===== src/rtl/lcd_rotating_digit_registers_defines.svh =====
// Assertion macros shared by the LCD rotating digit register RTL.
`ifndef LCD_ROTATING_DIGIT_REGISTERS_DEFINES_SVH
`define LCD_ROTATING_DIGIT_REGISTERS_DEFINES_SVH

`ifndef SYNTHESIS
// A property that must hold at every clock edge outside reset.
`define LRD_ASSERT(lbl, prop, msg) \
    lbl: assert property (@(posedge clk) disable iff (!rst_n) (prop)) else $error(msg);
// A condition that, once seen, must be followed by another in the next clock cycle.
`define LRD_ASSERT_NEXT(lbl, ante, cons, msg) \
    lbl: assert property (@(posedge clk) disable iff (!rst_n) (ante) |=> (cons)) \
        else $error(msg);
`else
`define LRD_ASSERT(lbl, prop, msg)
`define LRD_ASSERT_NEXT(lbl, ante, cons, msg)
`endif

`endif


===== src/rtl/lrd_pkg.sv =====
// Types, constants, transfer tables and microcode ROM of the LCD digit registers.
package lrd_pkg;

    // Cells in each circular register.
    localparam int DIGITS = 12;
    localparam int TOP    = DIGITS - 1;
    // Digits carried by one read or write beat.
    localparam int RD_DIGITS = 12;
    localparam int NIB_W     = 4;
    localparam int CNT_W     = 4;
    localparam int ANN_W     = 12;

    // Register select bits.
    localparam int LANE_A = 0;
    localparam int LANE_B = 1;
    localparam int LANE_C = 2;
    localparam logic [2:0] SEL_NONE = 3'b000;
    localparam logic [2:0] SEL_A    = 3'b001;
    localparam logic [2:0] SEL_B    = 3'b010;
    localparam logic [2:0] SEL_C    = 3'b100;
    localparam logic [2:0] SEL_AB   = SEL_A | SEL_B;
    localparam logic [2:0] SEL_ABC  = SEL_A | SEL_B | SEL_C;

    localparam logic END_LEFT  = 1'b1;
    localparam logic END_RIGHT = 1'b0;

    // Read variant that returns the annunciator word.
    localparam logic [3:0] N_ANN_READ = 4'h5;

    typedef enum logic [2:0] {
        CMD_READ     = 3'd0,
        CMD_WRITE    = 3'd1,
        CMD_ANN_WR   = 3'd2,
        CMD_DISP_OFF = 3'd3,
        CMD_DISP_TOG = 3'd4,
        CMD_SLEEP    = 3'd5
    } cmd_code_t;

    typedef struct packed {
        logic [2:0]  command;
        logic [3:0]  n;
        logic [47:0] write_data;
    } cmd_beat_t;

    typedef struct packed {
        logic [47:0] read_data;
        logic [3:0]  read_count;
        logic        display_on;
        logic        carry_set;
    } rsp_beat_t;

    typedef struct packed {
        logic [2:0]       sel;
        logic [CNT_W-1:0] chars;
        logic             left;
    } xfer_t;

    // Microcode addresses.
    typedef enum logic [3:0] {
        U_IDLE,
        U_MOVE_A,
        U_MOVE_B,
        U_MOVE_C,
        U_ANN_RD,
        U_ANN_WR,
        U_DISP_OFF,
        U_DISP_TOG,
        U_SLEEP,
        U_NOP,
        U_RESULT
    } upc_t;

    typedef enum logic [3:0] {
        ACT_NONE,
        ACT_MOVE_A,
        ACT_MOVE_B,
        ACT_MOVE_C,
        ACT_ANN_RD,
        ACT_ANN_WR,
        ACT_DISP_OFF,
        ACT_DISP_TOG,
        ACT_SLEEP,
        ACT_RESULT
    } uact_t;

    typedef enum logic [1:0] {
        JMP_ALWAYS,
        JMP_DISPATCH,
        JMP_LANE,
        JMP_OUT_WAIT
    } ujmp_t;

    typedef struct packed {
        uact_t act;
        ujmp_t jmp;
        upc_t  target;
    } uword_t;

    function automatic xfer_t rd_xfer(logic [3:0] n);
        xfer_t x;
        unique case (n)
            4'h0:    x = '{SEL_A,    4'd12, END_LEFT};
            4'h1:    x = '{SEL_B,    4'd12, END_LEFT};
            4'h2:    x = '{SEL_C,    4'd12, END_LEFT};
            4'h3:    x = '{SEL_AB,   4'd6,  END_LEFT};
            4'h4:    x = '{SEL_ABC,  4'd4,  END_LEFT};
            4'h5:    x = '{SEL_NONE, 4'd0,  END_RIGHT};
            4'h6:    x = '{SEL_C,    4'd1,  END_LEFT};
            4'h7:    x = '{SEL_A,    4'd1,  END_RIGHT};
            4'h8:    x = '{SEL_B,    4'd1,  END_RIGHT};
            4'h9:    x = '{SEL_C,    4'd1,  END_RIGHT};
            4'ha:    x = '{SEL_A,    4'd1,  END_LEFT};
            4'hb:    x = '{SEL_B,    4'd1,  END_LEFT};
            4'hc:    x = '{SEL_AB,   4'd1,  END_RIGHT};
            4'hd:    x = '{SEL_AB,   4'd1,  END_LEFT};
            4'he:    x = '{SEL_ABC,  4'd1,  END_RIGHT};
            default: x = '{SEL_ABC,  4'd1,  END_LEFT};
        endcase
        return x;
    endfunction

    function automatic xfer_t wr_xfer(logic [3:0] n);
        xfer_t x;
        unique case (n)
            4'h0:    x = '{SEL_A,   4'd12, END_LEFT};
            4'h1:    x = '{SEL_B,   4'd12, END_LEFT};
            4'h2:    x = '{SEL_C,   4'd12, END_LEFT};
            4'h3:    x = '{SEL_AB,  4'd6,  END_LEFT};
            4'h4:    x = '{SEL_ABC, 4'd4,  END_LEFT};
            4'h5:    x = '{SEL_AB,  4'd6,  END_RIGHT};
            4'h6:    x = '{SEL_ABC, 4'd4,  END_RIGHT};
            4'h7:    x = '{SEL_A,   4'd1,  END_LEFT};
            4'h8:    x = '{SEL_B,   4'd1,  END_LEFT};
            4'h9:    x = '{SEL_C,   4'd1,  END_LEFT};
            4'ha:    x = '{SEL_A,   4'd1,  END_RIGHT};
            4'hb:    x = '{SEL_B,   4'd1,  END_RIGHT};
            4'hc:    x = '{SEL_C,   4'd1,  END_RIGHT};
            4'hd:    x = '{SEL_AB,  4'd1,  END_RIGHT};
            4'he:    x = '{SEL_ABC, 4'd1,  END_LEFT};
            default: x = '{SEL_ABC, 4'd1,  END_RIGHT};
        endcase
        return x;
    endfunction

    // Lowest selected register gives the first step of a character.
    function automatic upc_t first_lane(logic [2:0] sel);
        upc_t pc;
        if (sel[LANE_A]) begin
            pc = U_MOVE_A;
        end else if (sel[LANE_B]) begin
            pc = U_MOVE_B;
        end else if (sel[LANE_C]) begin
            pc = U_MOVE_C;
        end else begin
            pc = U_NOP;
        end
        return pc;
    endfunction

    // Entry point of the program for a new command.
    function automatic upc_t dispatch(cmd_beat_t c);
        upc_t pc;
        case (c.command)
            CMD_READ: begin
                if (c.n == N_ANN_READ) begin
                    pc = U_ANN_RD;
                end else begin
                    pc = first_lane(rd_xfer(c.n).sel);
                end
            end
            CMD_WRITE:    pc = first_lane(wr_xfer(c.n).sel);
            CMD_ANN_WR:   pc = U_ANN_WR;
            CMD_DISP_OFF: pc = U_DISP_OFF;
            CMD_DISP_TOG: pc = U_DISP_TOG;
            CMD_SLEEP:    pc = U_SLEEP;
            default:      pc = U_NOP;
        endcase
        return pc;
    endfunction

    // Control store: one word per step.
    function automatic uword_t ucode(upc_t pc);
        uword_t w;
        unique case (pc)
            U_IDLE:     w = '{ACT_NONE,     JMP_DISPATCH, U_IDLE};
            U_MOVE_A:   w = '{ACT_MOVE_A,   JMP_LANE,     U_RESULT};
            U_MOVE_B:   w = '{ACT_MOVE_B,   JMP_LANE,     U_RESULT};
            U_MOVE_C:   w = '{ACT_MOVE_C,   JMP_LANE,     U_RESULT};
            U_ANN_RD:   w = '{ACT_ANN_RD,   JMP_ALWAYS,   U_RESULT};
            U_ANN_WR:   w = '{ACT_ANN_WR,   JMP_ALWAYS,   U_RESULT};
            U_DISP_OFF: w = '{ACT_DISP_OFF, JMP_ALWAYS,   U_RESULT};
            U_DISP_TOG: w = '{ACT_DISP_TOG, JMP_ALWAYS,   U_RESULT};
            U_SLEEP:    w = '{ACT_SLEEP,    JMP_ALWAYS,   U_RESULT};
            U_NOP:      w = '{ACT_NONE,     JMP_ALWAYS,   U_RESULT};
            U_RESULT:   w = '{ACT_RESULT,   JMP_OUT_WAIT, U_IDLE};
            default:    w = '{ACT_NONE,     JMP_ALWAYS,   U_IDLE};
        endcase
        return w;
    endfunction

endpackage


===== src/rtl/lcd_rotating_digit_registers.sv =====
// LCD driver digit registers: microcoded sequencer, rotating registers and result register.
//
// This block holds the three circular digit registers of an LCD driver (A and B with
// 4-bit digits, C with 1-bit digits), the 12-bit annunciator word and the display enable
// bit, and executes one command beat at a time. A small control store steps through the
// command: read and write commands move one digit per clock, each move rotating its
// register by one cell. Each command passes through a dispatch step, its move steps (or
// one step for an annunciator access, display off, toggle or sleep) and a result step.
// cmd_stall is high from the accepting edge until the sequencer has handed the result to
// the output register; the result beat then waits there, and a stalled result holds the
// sequencer on its final step. Read data fills from digit 0 upward and read_count gives
// the number of digits filled; other commands answer with zero read data. The digit
// registers, annunciator word and display bit reset to zero.
`include "lcd_rotating_digit_registers_defines.svh"

module lcd_rotating_digit_registers
    import lrd_pkg::*;
(
    input  logic      clk,
    input  logic      rst_n,
    input  logic      cmd_valid,
    output logic      cmd_stall,
    input  cmd_beat_t cmd,
    output logic      rsp_valid,
    input  logic      rsp_stall,
    output rsp_beat_t rsp
);

    // Sequencer state.
    upc_t      upc_reg;
    upc_t      upc_next;
    uword_t    uw;
    logic      chars_dec;
    logic      accept;
    logic      rsp_full;
    logic      slot_free;
    logic      do_result;
    logic      move_step;

    // Command context latched at dispatch.
    logic [2:0]       sel_reg;
    logic [CNT_W-1:0] chars_reg;
    logic             left_reg;
    logic             is_read_reg;
    logic [47:0]      wd_reg;
    logic [CNT_W-1:0] dig_cnt_reg;
    logic             carry_reg;
    xfer_t            xfer;

    // Architectural state.
    logic [NIB_W-1:0] digs_a_reg [DIGITS];
    logic [NIB_W-1:0] digs_b_reg [DIGITS];
    logic             digs_c_reg [DIGITS];
    logic [ANN_W-1:0] ann_reg;
    logic             disp_reg;

    // Read data under collection.
    logic [NIB_W-1:0] rd_reg [RD_DIGITS];
    logic [47:0]      rd_flat;

    // Result register.
    logic      rsp_valid_reg;
    rsp_beat_t rsp_reg;

    // Datapath signals of one digit move.
    logic             toward_left;
    logic             cnt_in_range;
    logic [NIB_W-1:0] wd_nib;
    logic [NIB_W-1:0] end_a;
    logic [NIB_W-1:0] end_b;
    logic             end_c;
    logic [NIB_W-1:0] fill_a;
    logic [NIB_W-1:0] fill_b;
    logic             fill_c;
    logic [NIB_W-1:0] move_digit;

    assign uw        = ucode(upc_reg);
    assign accept    = cmd_valid && (upc_reg == U_IDLE);
    assign cmd_stall = (upc_reg != U_IDLE);
    assign rsp_full  = rsp_valid_reg && rsp_stall;
    assign slot_free = !rsp_full;
    assign do_result = (uw.act == ACT_RESULT) && slot_free;
    assign move_step = (uw.act == ACT_MOVE_A) || (uw.act == ACT_MOVE_B) ||
                       (uw.act == ACT_MOVE_C);
    assign xfer      = (cmd.command == CMD_READ) ? rd_xfer(cmd.n) : wr_xfer(cmd.n);

    // Next step: sequential jumps, dispatch, lane walk and output wait.
    always_comb begin
        upc_next  = upc_reg;
        chars_dec = 1'b0;
        unique case (uw.jmp)
            JMP_ALWAYS: upc_next = uw.target;
            JMP_DISPATCH: begin
                if (accept) begin
                    upc_next = dispatch(cmd);
                end
            end
            JMP_LANE: begin
                if ((uw.act == ACT_MOVE_A) && sel_reg[LANE_B]) begin
                    upc_next = U_MOVE_B;
                end else if ((uw.act != ACT_MOVE_C) && sel_reg[LANE_C]) begin
                    upc_next = U_MOVE_C;
                end else if (chars_reg > CNT_W'(1)) begin
                    upc_next  = first_lane(sel_reg);
                    chars_dec = 1'b1;
                end else begin
                    upc_next = uw.target;
                end
            end
            JMP_OUT_WAIT: begin
                if (slot_free) begin
                    upc_next = uw.target;
                end
            end
            default: upc_next = U_IDLE;
        endcase
    end

    // A read takes the end cell and turns the register toward that end; a write turns
    // it the other way and drops the new digit into the end cell.
    assign toward_left  = !(is_read_reg ^ left_reg);
    assign cnt_in_range = (dig_cnt_reg < CNT_W'(RD_DIGITS));
    assign wd_nib       = cnt_in_range ? wd_reg[{dig_cnt_reg, 2'b00} +: NIB_W] : '0;
    assign end_a        = left_reg ? digs_a_reg[TOP] : digs_a_reg[0];
    assign end_b        = left_reg ? digs_b_reg[TOP] : digs_b_reg[0];
    assign end_c        = left_reg ? digs_c_reg[TOP] : digs_c_reg[0];
    assign fill_a       = is_read_reg ? end_a : wd_nib;
    assign fill_b       = is_read_reg ? end_b : wd_nib;
    assign fill_c       = is_read_reg ? end_c : wd_nib[0];

    always_comb begin
        case (uw.act)
            ACT_MOVE_A: move_digit = end_a;
            ACT_MOVE_B: move_digit = end_b;
            ACT_MOVE_C: move_digit = {{(NIB_W-1){1'b0}}, end_c};
            default:    move_digit = '0;
        endcase
    end

    // Sequencer and result register.
    always_ff @(posedge clk or negedge rst_n) begin
        if (!rst_n) begin
            upc_reg       <= U_IDLE;
            rsp_valid_reg <= 1'b0;
        end else begin
            upc_reg <= upc_next;
            if (do_result) begin
                rsp_valid_reg <= 1'b1;
            end else if (!rsp_stall) begin
                rsp_valid_reg <= 1'b0;
            end
        end
    end

    always_ff @(posedge clk) begin
        if (do_result) begin
            rsp_reg.read_data  <= rd_flat;
            rsp_reg.read_count <= is_read_reg ? dig_cnt_reg : '0;
            rsp_reg.display_on <= disp_reg;
            rsp_reg.carry_set  <= carry_reg;
        end
    end

    // Command context, digit registers and the small state words.
    always_ff @(posedge clk or negedge rst_n) begin
        if (!rst_n) begin
            sel_reg     <= SEL_NONE;
            chars_reg   <= '0;
            left_reg    <= END_RIGHT;
            is_read_reg <= 1'b0;
            dig_cnt_reg <= '0;
            carry_reg   <= 1'b0;
            ann_reg     <= '0;
            disp_reg    <= 1'b0;
            for (int i = 0; i < DIGITS; i++) begin
                digs_a_reg[i] <= '0;
                digs_b_reg[i] <= '0;
                digs_c_reg[i] <= 1'b0;
            end
        end else begin
            if (accept) begin
                sel_reg     <= xfer.sel;
                chars_reg   <= xfer.chars;
                left_reg    <= xfer.left;
                is_read_reg <= (cmd.command == CMD_READ);
                dig_cnt_reg <= '0;
                carry_reg   <= 1'b0;
            end
            if (chars_dec) begin
                chars_reg <= chars_reg - CNT_W'(1);
            end
            case (uw.act) inside
                ACT_MOVE_A, ACT_MOVE_B, ACT_MOVE_C: dig_cnt_reg <= dig_cnt_reg + CNT_W'(1);
                ACT_ANN_RD:   dig_cnt_reg <= CNT_W'(ANN_W / NIB_W);
                ACT_ANN_WR:   ann_reg     <= wd_reg[ANN_W-1:0];
                ACT_DISP_OFF: disp_reg    <= 1'b0;
                ACT_DISP_TOG: disp_reg    <= !disp_reg;
                ACT_SLEEP:    carry_reg   <= !disp_reg;
                default:      ;
            endcase
            if (uw.act == ACT_MOVE_A) begin
                if (toward_left) begin
                    for (int i = 1; i < DIGITS; i++) begin
                        digs_a_reg[i] <= digs_a_reg[i-1];
                    end
                    digs_a_reg[0] <= fill_a;
                end else begin
                    for (int i = 0; i < TOP; i++) begin
                        digs_a_reg[i] <= digs_a_reg[i+1];
                    end
                    digs_a_reg[TOP] <= fill_a;
                end
            end
            if (uw.act == ACT_MOVE_B) begin
                if (toward_left) begin
                    for (int i = 1; i < DIGITS; i++) begin
                        digs_b_reg[i] <= digs_b_reg[i-1];
                    end
                    digs_b_reg[0] <= fill_b;
                end else begin
                    for (int i = 0; i < TOP; i++) begin
                        digs_b_reg[i] <= digs_b_reg[i+1];
                    end
                    digs_b_reg[TOP] <= fill_b;
                end
            end
            if (uw.act == ACT_MOVE_C) begin
                if (toward_left) begin
                    for (int i = 1; i < DIGITS; i++) begin
                        digs_c_reg[i] <= digs_c_reg[i-1];
                    end
                    digs_c_reg[0] <= fill_c;
                end else begin
                    for (int i = 0; i < TOP; i++) begin
                        digs_c_reg[i] <= digs_c_reg[i+1];
                    end
                    digs_c_reg[TOP] <= fill_c;
                end
            end
        end
    end

    // Payload registers: the held write digits and the read digits collected so far.
    always_ff @(posedge clk) begin
        if (accept) begin
            wd_reg <= cmd.write_data;
            for (int i = 0; i < RD_DIGITS; i++) begin
                rd_reg[i] <= '0;
            end
        end else if (uw.act == ACT_ANN_RD) begin
            for (int i = 0; i < ANN_W / NIB_W; i++) begin
                rd_reg[i] <= ann_reg[i*NIB_W +: NIB_W];
            end
        end else if (is_read_reg && cnt_in_range && move_step) begin
            rd_reg[dig_cnt_reg] <= move_digit;
        end
    end

    always_comb begin
        for (int i = 0; i < RD_DIGITS; i++) begin
            rd_flat[i*NIB_W +: NIB_W] = rd_reg[i];
        end
    end

    assign rsp_valid = rsp_valid_reg;
    assign rsp       = rsp_reg;

    // An accepted command always leaves the idle step.
    `LRD_ASSERT_NEXT(a_leave_idle, accept, upc_reg != U_IDLE, "sequencer stayed idle")
    // The digit counter never passes the digits of one beat.
    `LRD_ASSERT(a_cnt_range, dig_cnt_reg <= CNT_W'(RD_DIGITS), "digit count out of range")
    // A digit move only runs with characters left to transfer.
    `LRD_ASSERT(a_chars_live, move_step |-> (chars_reg != '0), "move with no characters left")
    // A stalled result beat stays valid and keeps its payload.
    `LRD_ASSERT_NEXT(a_rsp_hold, rsp_full, rsp_valid && $stable(rsp), "stalled beat changed")

endmodule

===== config.mk =====
export PLATFORM = sky130hd
export DESIGN_NAME = lcd_rotating_digit_registers
export DESIGN_NICKNAME = d
export VERILOG_FILES = /design/src/rtl/lrd_pkg.sv /design/src/rtl/lcd_rotating_digit_registers.sv
export VERILOG_INCLUDE_DIRS = /design/src /design/src/rtl
export SDC_FILE = /design/constraint.sdc
export NUM_CORES = 1
export LEC_CHECK = 0
export BUFFER_PORTS_ARGS = -buffer_cell sky130_fd_sc_hd__buf_4
export CAP_MARGIN = 15
export CORE_ASPECT_RATIO = 1.75
export CORE_UTILIZATION = 35
export CTS_BUF_LIST = sky130_fd_sc_hd__clkbuf_16
export CTS_CLUSTER_SIZE = 25
export DETAILED_ROUTE_END_ITERATION = 8
export PLACE_DENSITY_LB_ADDON = 0.1
export SLEW_MARGIN = 40
export SYNTH_ARGS = -nofsm -noshare
export SYNTH_HDL_FRONTEND = slang
export SYNTH_SLANG_ARGS = --single-unit

===== constraint.sdc =====
create_clock -name clk -period 7.6 [get_ports clk]
set_input_delay 2.28 -clock clk [delete_from_list [all_inputs] [get_ports clk]]
set_output_delay 2.28 -clock clk [all_outputs]
set_load 0.005 [all_outputs]

==> results of run 1 <==
-- final cells by class --
cell class	count	area share
Clock buffer	28	0.0465
Timing Repair Buffer	131	0.0665
Multi-Input combinational cell	758	0.291
Sequential cell	290	0.532
Tap cell	470	0.0390
Inverter	18	0.00449
Clock inverter	24	0.0208
-- final timing paths --
path / startpoint / endpoint / slack, ns / cells after the start
setup / recovery: upc_reg[3]$_DFFE_PN0P_ / cmd_stall / 3.44 / 3
min in group asynchronous: rst_n / digs_c_reg[4]$_DFFE_PN0P_ / 1.71 / 1
max in group asynchronous: rst_n / dig_cnt_reg[0]$_DFFE_PN0P_ / 4.65 / 2
hold / removal: rd_reg[8][1]$_SDFFCE_PN0P_ / rsp[39]$_DFFE_PP_ / 0.42 / 0
hold reg to reg: rd_reg[8][1]$_SDFFCE_PN0P_ / rsp[39]$_DFFE_PP_ / 0.42 / 0
setup reg to reg: upc_reg[1]$_DFFE_PN0P_ / rsp[43]$_DFFE_PP_ / 4.92 / 4
-- power groups by stage --
| stage | clock network, W | logic, W | registers, W |
|---|---|---|---|
| floorplan | 0 | 0.00176 | 0.00255 |
| global placement | 0 | 0.00230 | 0.00270 |
| detailed placement | 0 | 0.00231 | 0.00271 |
| CTS | 0.00157 | 0.00232 | 0.00268 |
| global route | 0.00163 | 0.00258 | 0.00275 |
| finish | 0.00152 | 0.00227 | 0.00267 |
-- per-stage QoR --
step           hold WS (ns)  utilization  area, µm²
2_1_floorplan         0.400            -      12800
3_3_place_gp          0.402        0.389      14000
3_5_place_dp          0.405        0.390      14000
4_1_cts               0.418        0.418      15000
5_1_grt               0.421        0.418      15100
6_report              0.416        0.418      15100
-- cells by family after synthesis --
| family | count (synthesis) | share of synthesized area |
|---|---|---|
| compound gates | 230 | 0.116 |
| xor+xnor | 7 | 0.00773 |
| fa+ha+maj | 15 | 0.0147 |
| buf+inv | 86 | 0.0338 |
| flops | 290 | 0.626 |
| mux | 41 | 0.0521 |
| simple gates | 465 | 0.150 |
-- cells in the final DEF (no fill, tap or decap), types with 7 or more instances in the layout --
cell,instances
clkinv_2,7
a22o_1,7
mux4_1,11
nor2_1,147
o21ai_1,17
o22ai_1,7
clkbuf_16,28
ha_1,15
a21o_1,12
dfrtp_1,139
a21oi_1,24
nand2_1,267
mux2i_1,7
bufinv_16,7
o21ai_0,26
edfxtp_1,150
inv_1,16
nand2b_1,8
buf_4,127
a31oi_1,99
mux2_2,18
-- routing by layer --
layer	global-route usage	up-vias
li1	-	4223
met1	0.185	4239
met2	0.298	180
met3	0.0203	40
met4	0.0527	0
met5	0	-
-- worst max-delay path, stage by stage, from the launching register on --
cell,delay (ns)
dfrtp_1,0.56
nor4_1,0.42
inv_1,0.18
buf_4,0.17
==> metrics.md, run 1 <==
| Metric | Value |
|---|---|
| Mean Syn Cell Area | 11.3 µm² |
| Final Net Count | 1301 |
| N_diodes | 0 |
| Final std cells w/o fill | between 1500 and 2000 |
| Met2 WL | 15700 µm |
| Maximum capacitance violations | 0 |
| Highest routed layer | met4 |
| Post-cts repair resize count | 0 |
| Yosys reg bits | 290 |
| Post-synth EDFFs | 150 |
| CTS root buf | clkbuf_16 |
| Die W | about 150 µm |
| Largest net degree at the start of global routing | around 100 |
| Post-synthesis cell type count | 71 |
| Top-count cell post-synth | nand2_1 |
| Clk network pwr share | 0.235 |
| Crit path time final | between 4 and 5 ns |
| Unrepaired setup endpoints after global routing | no |
| Worst-Margin Slew | a little under 0.8 ns |
| Global-route wire length before repair | approximately 47000 µm |
| HPWL Detailed | approximately 19000 µm |
| GRT Util Overall | 0.159 |
| Pins Over Slew Limit | 0 |
| Synthesized Nets | ~1200 |
| Multi-input logic area | 4380 µm² |
| # rows | between 90 and 100 |
| Worst skew pair latency | approximately 0.58 ns |
| Crit end category | primary output |
| Clock Skew | roughly 0.036 ns |
| Seq/Total Area, Yosys | 0.626 |
| PwrDens | 429 nW/µm² |
| WL met3 | 1060 µm |
| Htree depth | 1 |
| Mapped cell area | ~13000 µm² |
| Metal-1 WL | between 10000 and 15000 µm |
| CP Data Arrival Time | between 1.5 and 2 ns |
| Top-area cell type share of the netlist area | 0.352 |
| WS Path Type | register to primary output |
| Drt first pass iters | 5 |
| Hold Vio Cnt, Final | 0 |
| Type of element launching the critical path | register |
| Fmax | between 200 and 250 MHz |
| Fraction of registers with async set/reset | 0.483 |
| Post-synth top area cell | edfxtp_1 |
| Switching share of power | 0.374 |
| Via count | a little under 9000 |
| Drt drc | 0 |
| Max FO, Critical Path | 14 |
| Largest cells by area after synthesis | edfxtp_1, dfrtp_1, nand2_1 |
| Post-CTS Setup Inserts | 0 |
| Number of I/O pins | 115 |
| Syn. warnings | 0 |
| Drt total wl | 29200 µm |
| Reg area | between 8000 and 9000 µm² |
| Total CTS buffers | 28 |
| Final worst slack | 3.44 ns |
| CTS max path bufs | 3 |
| Slew headroom | 0.479 |
| Largest register FFs | 54 |
| Core footprint | 36000 µm² |
| Endpoints failing setup | 0 |
| Power share of the combinational group | 0.351 |
| CP required | 5.32 ns |
| Final-layout fill cell count | 3443 |
| DRT iter0 DRCs | 462 |
| Overflow after GRT | 0 |
| Vias in the first global route | roughly 8700 |
| Avg Vias per Cell | slightly above 5 |
| P_int | just over 0.004 W |
| Status | finished, final reports clean |
| Wire length per cell | approximately 17 µm |
| GPL Wtd Cong | ~0.78 |
| CTS tree | built |
| Initial antenna violation count | 0 |
| Dpl cells | 1666 |
| Buffers on Ports | 114 |
| Seq pwr share | 0.413 |
| Clk slew on worst S/H paths | 0.07 ns |
| Mapped Cells | ~1100 |
| Share of cells above drive strength 1 | 0.180 |
| Die Area | between 30000 and 40000 µm² |
| Hold buffer count at cts | 0 |
| Fin crit share | 0.548 |
| Synth-to-layout area growth | 17.7% |
| Final ANT Viol Nets | 0 |
| Initial cell density of the core | 0.355 |
| Switch Pwr | 0.00242 W |
| Setup TNS | 0 ns |
| DP Worst Slack | about 3.4 ns |
| # clock sinks | between 200 and 300 |
| Most common flop cell mapped by yosys | edfxtp_1 |
| Die Ht | approximately 250 µm |
| Lkg Pwr | slightly above 6 nW |
| Commonest cells in the netlist | nand2_1, edfxtp_1, nor2_1 |
| Final Power | 0.00647 W |
| Max VDD drop | 0.282 mV |
| Type of the tightest min-delay check | register to register |
(Power assumes the default switching activity.)
==> inputs of run 2 (changes only) <==
Clock period 7.6 ns to 3.5 ns, I/O delays scaled along.
==> run 2 against run 1 <==
Final area down 0.17%. Combinational power up 130%. Core utilization down 0.073 points. Sequential cell count unchanged. Sequential share of layout area up 0.084 points. Non-clock buffer count up 9. Clock skew down 0.020 ns. Clock-buffer cell count unchanged. Global-route usage down 0.13 points. Total power up 110%. Largest cell class unchanged. Largest power group unchanged.
==> metrics.md, run 2 (synthesis results as in run 1) <==
| Metric | Value |
|---|---|
| Worst R2R Start | upc_reg[1]$_DFFE_PN0P_ |
| N_diodes | 0 |
| Fin crit share | 0.857 |
| Total CTS buffers | 28 |
| Avg Vias per Cell | 5.03 |
| Largest register FFs | 54 |
| GPL Wtd Cong | 0.817 |
| Hold buffer count at cts | 0 |
| DRT iter0 DRCs | around 530 |
| Seq pwr share | 0.416 |
| Switch Pwr | 0.00529 W |
| Worst skew pair latency | 0.58 ns |
| Endpoints failing setup | 0 |
| Final Power | between 0.01 and 0.015 W |
| WHS Path Cells | 0 |
| Drt total wl | between 20000 and 30000 µm |
| Largest net degree at the start of global routing | 66 |
| CTS root buf | clkbuf_16 |
| Crit path cell chain | nor4_1 -> inv_1 -> buf_4 |
| Post-cts repair resize count | 0 |
| Pins Over Slew Limit | 0 |
| Slowest stage delay, CP | 0.55 ns |
| Initial antenna violation count | 0 |
| Lkg Pwr | between 6 and 7 nW |
| Maximum capacitance violations | 0 |
| CP required | ~2.5 ns |
| CP Data Arrival Time | slightly below 2 ns |
| Most frequent cells in the layout | nand2_1, edfxtp_1, nor2_1 |
| PwrDens | between 900 and 1000 nW/µm² |
| Worst-Margin Slew | roughly 0.71 ns |
| Synth-to-layout area growth | 17.5% |
| Power share of the combinational group | 0.371 |
| Status | finished, final reports clean |
| Die W | ~150 µm |
| Max VDD drop | about 0.45 mV |
| Wire length per cell | between 15 and 20 µm |
| Initial cell density of the core | 0.355 |
| HPWL Detailed | around 20000 µm |
| Slowest cell on crit path | dfrtp_1 |
| Type of the tightest min-delay check | register to register |
| Die Ht | about 250 µm |
| Hold Vio Cnt, Final | 0 |
| Crit end category | primary output |
| Via count | between 8000 and 9000 |
| GRT Util Overall | 0.157 |
| Htree depth | 1 |
| Buffers on Ports | around 110 |
| Fmax | approximately 330 MHz |
| Slew headroom | 0.526 |
| P_int | ~0.0086 W |
| CTS max path bufs | 3 |
| Setup TNS | 0 ns |
| Overflow after GRT | 0 |
| WS Path Type | register to primary output |
| Post-CTS Setup Inserts | 0 |
| Bufs and invs on worst path | 2 |
| Drt first pass iters | 5 |
| Die Area | 37400 µm² |
| Final-layout fill cell count | between 3000 and 4000 |
| CP Depth | 3 |
| Hold Startpoint | rd_reg[3][2]$_DFFE_PP_ |
| Final ANT Viol Nets | 0 |
| Clk slew on worst S/H paths | ~0.060 ns |
| Core footprint | 36000 µm² |
| Unrepaired setup endpoints after global routing | no |
| Clock Skew | approximately 0.016 ns |
| Global-route wire length before repair | ~46000 µm |
| R2R depth | 4 |
| # rows | just over 90 |
| Most common cell after layout, fill and taps aside | nand2_1 |
| Crit-path leading delay family | flip-flops |
| Switching share of power | 0.382 |
| Worst setup path start | upc_reg[0]$_DFFE_PN0P_ |
| # clock sinks | between 200 and 300 |
| Type of element launching the critical path | register |
| Crit path time final | between 3 and 4 ns |
| Vias in the first global route | between 8000 and 9000 |
| Share of cells above drive strength 1 | 0.184 |
| CTS tree | built |
| Drt drc | 0 |
| Max FO, Critical Path | 14 |
| Final Net Count | 1310 |
| Clk network pwr share | 0.213 |
| Number of I/O pins | ~120 |
-- run 2: cell types whose count changed in the layout (fill, tap and decap cells not counted), sizes merged --
cell      delta
bufinv       -5
clkinv       +2
buf          +9
clkinvlp     +2
-- run 2: routing by layer --
layer,share of wire,track usage
met3,0.036,0.0212
met1,0.41,0.185
met4,0.021,0.0500
met5,0,0
met2,0.54,0.295
-- run 2: through the flow --
| stage | hold WS [ns] | cell area, µm² | std cells | util | setup WS (ns) |
|---|---|---|---|---|---|
| floorplan | 0.400 | 12800 | 1134 | - | 0.428 |
| global placement | 0.401 | 14100 | 1676 | 0.393 | 0.604 |
| detailed placement | 0.405 | 14100 | 1676 | 0.393 | 0.557 |
| CTS | 0.419 | 15000 | 1727 | 0.417 | 0.452 |
| global route | 0.421 | 15000 | 1727 | 0.417 | 0.356 |
| finish | 0.417 | 15000 | 1727 | 0.417 | 0.499 |
-- run 2: final timing paths --
check / end / slack (ns)
worst max-delay path: cmd_stall / 0.50
worst min-delay path: rsp[20]$_DFFE_PP_ / 0.42
worst max register to register: rsp[45]$_DFFE_PP_ / 0.94
worst min register to register: rsp[20]$_DFFE_PP_ / 0.42
max in group asynchronous: digs_a_reg[35]$_DFFE_PN0P_ / 2.23
min in group asynchronous: digs_c_reg[2]$_DFFE_PN0P_ / 0.47
-- run 2: layout make-up --
| class | instances | area (µm²) | area share |
|---|---|---|---|
| flip-flops and latches | 290 | 8010 | 0.532 |
| multi-input cells | 758 | 4380 | 0.291 |
| repair buffers | 140 | 1100 | 0.0735 |
| clock buffers | 28 | 701 | 0.0466 |
| well taps | 470 | 588 | 0.0391 |
| clock inverters | 23 | 190 | 0.0126 |
| inverters | 18 | 67.6 | 0.00449 |
-- run 2: power groups by stage --
| stage | clock [W] | combinational, W | sequential [W] |
|---|---|---|---|
| 3_5_place_dp | 0 | 0.00523 | 0.00585 |
| 3_3_place_gp | 0 | 0.00519 | 0.00584 |
| 2_1_floorplan | 0 | 0.00383 | 0.00553 |
| 4_1_cts | 0.00305 | 0.00524 | 0.00579 |
| 5_1_grt | 0.00319 | 0.00579 | 0.00594 |
| 6_report | 0.00295 | 0.00514 | 0.00577 |
-- run 2: worst register-to-register path, delay by kind of cell, from the launching register on --
| kind | cells | cell delay, ns |
|---|---|---|
| simple gates | 2 | 0.82 |
| flops | 1 | 0.64 |
| buf+inv | 1 | 0.54 |
| compound gates | 1 | 0.13 |
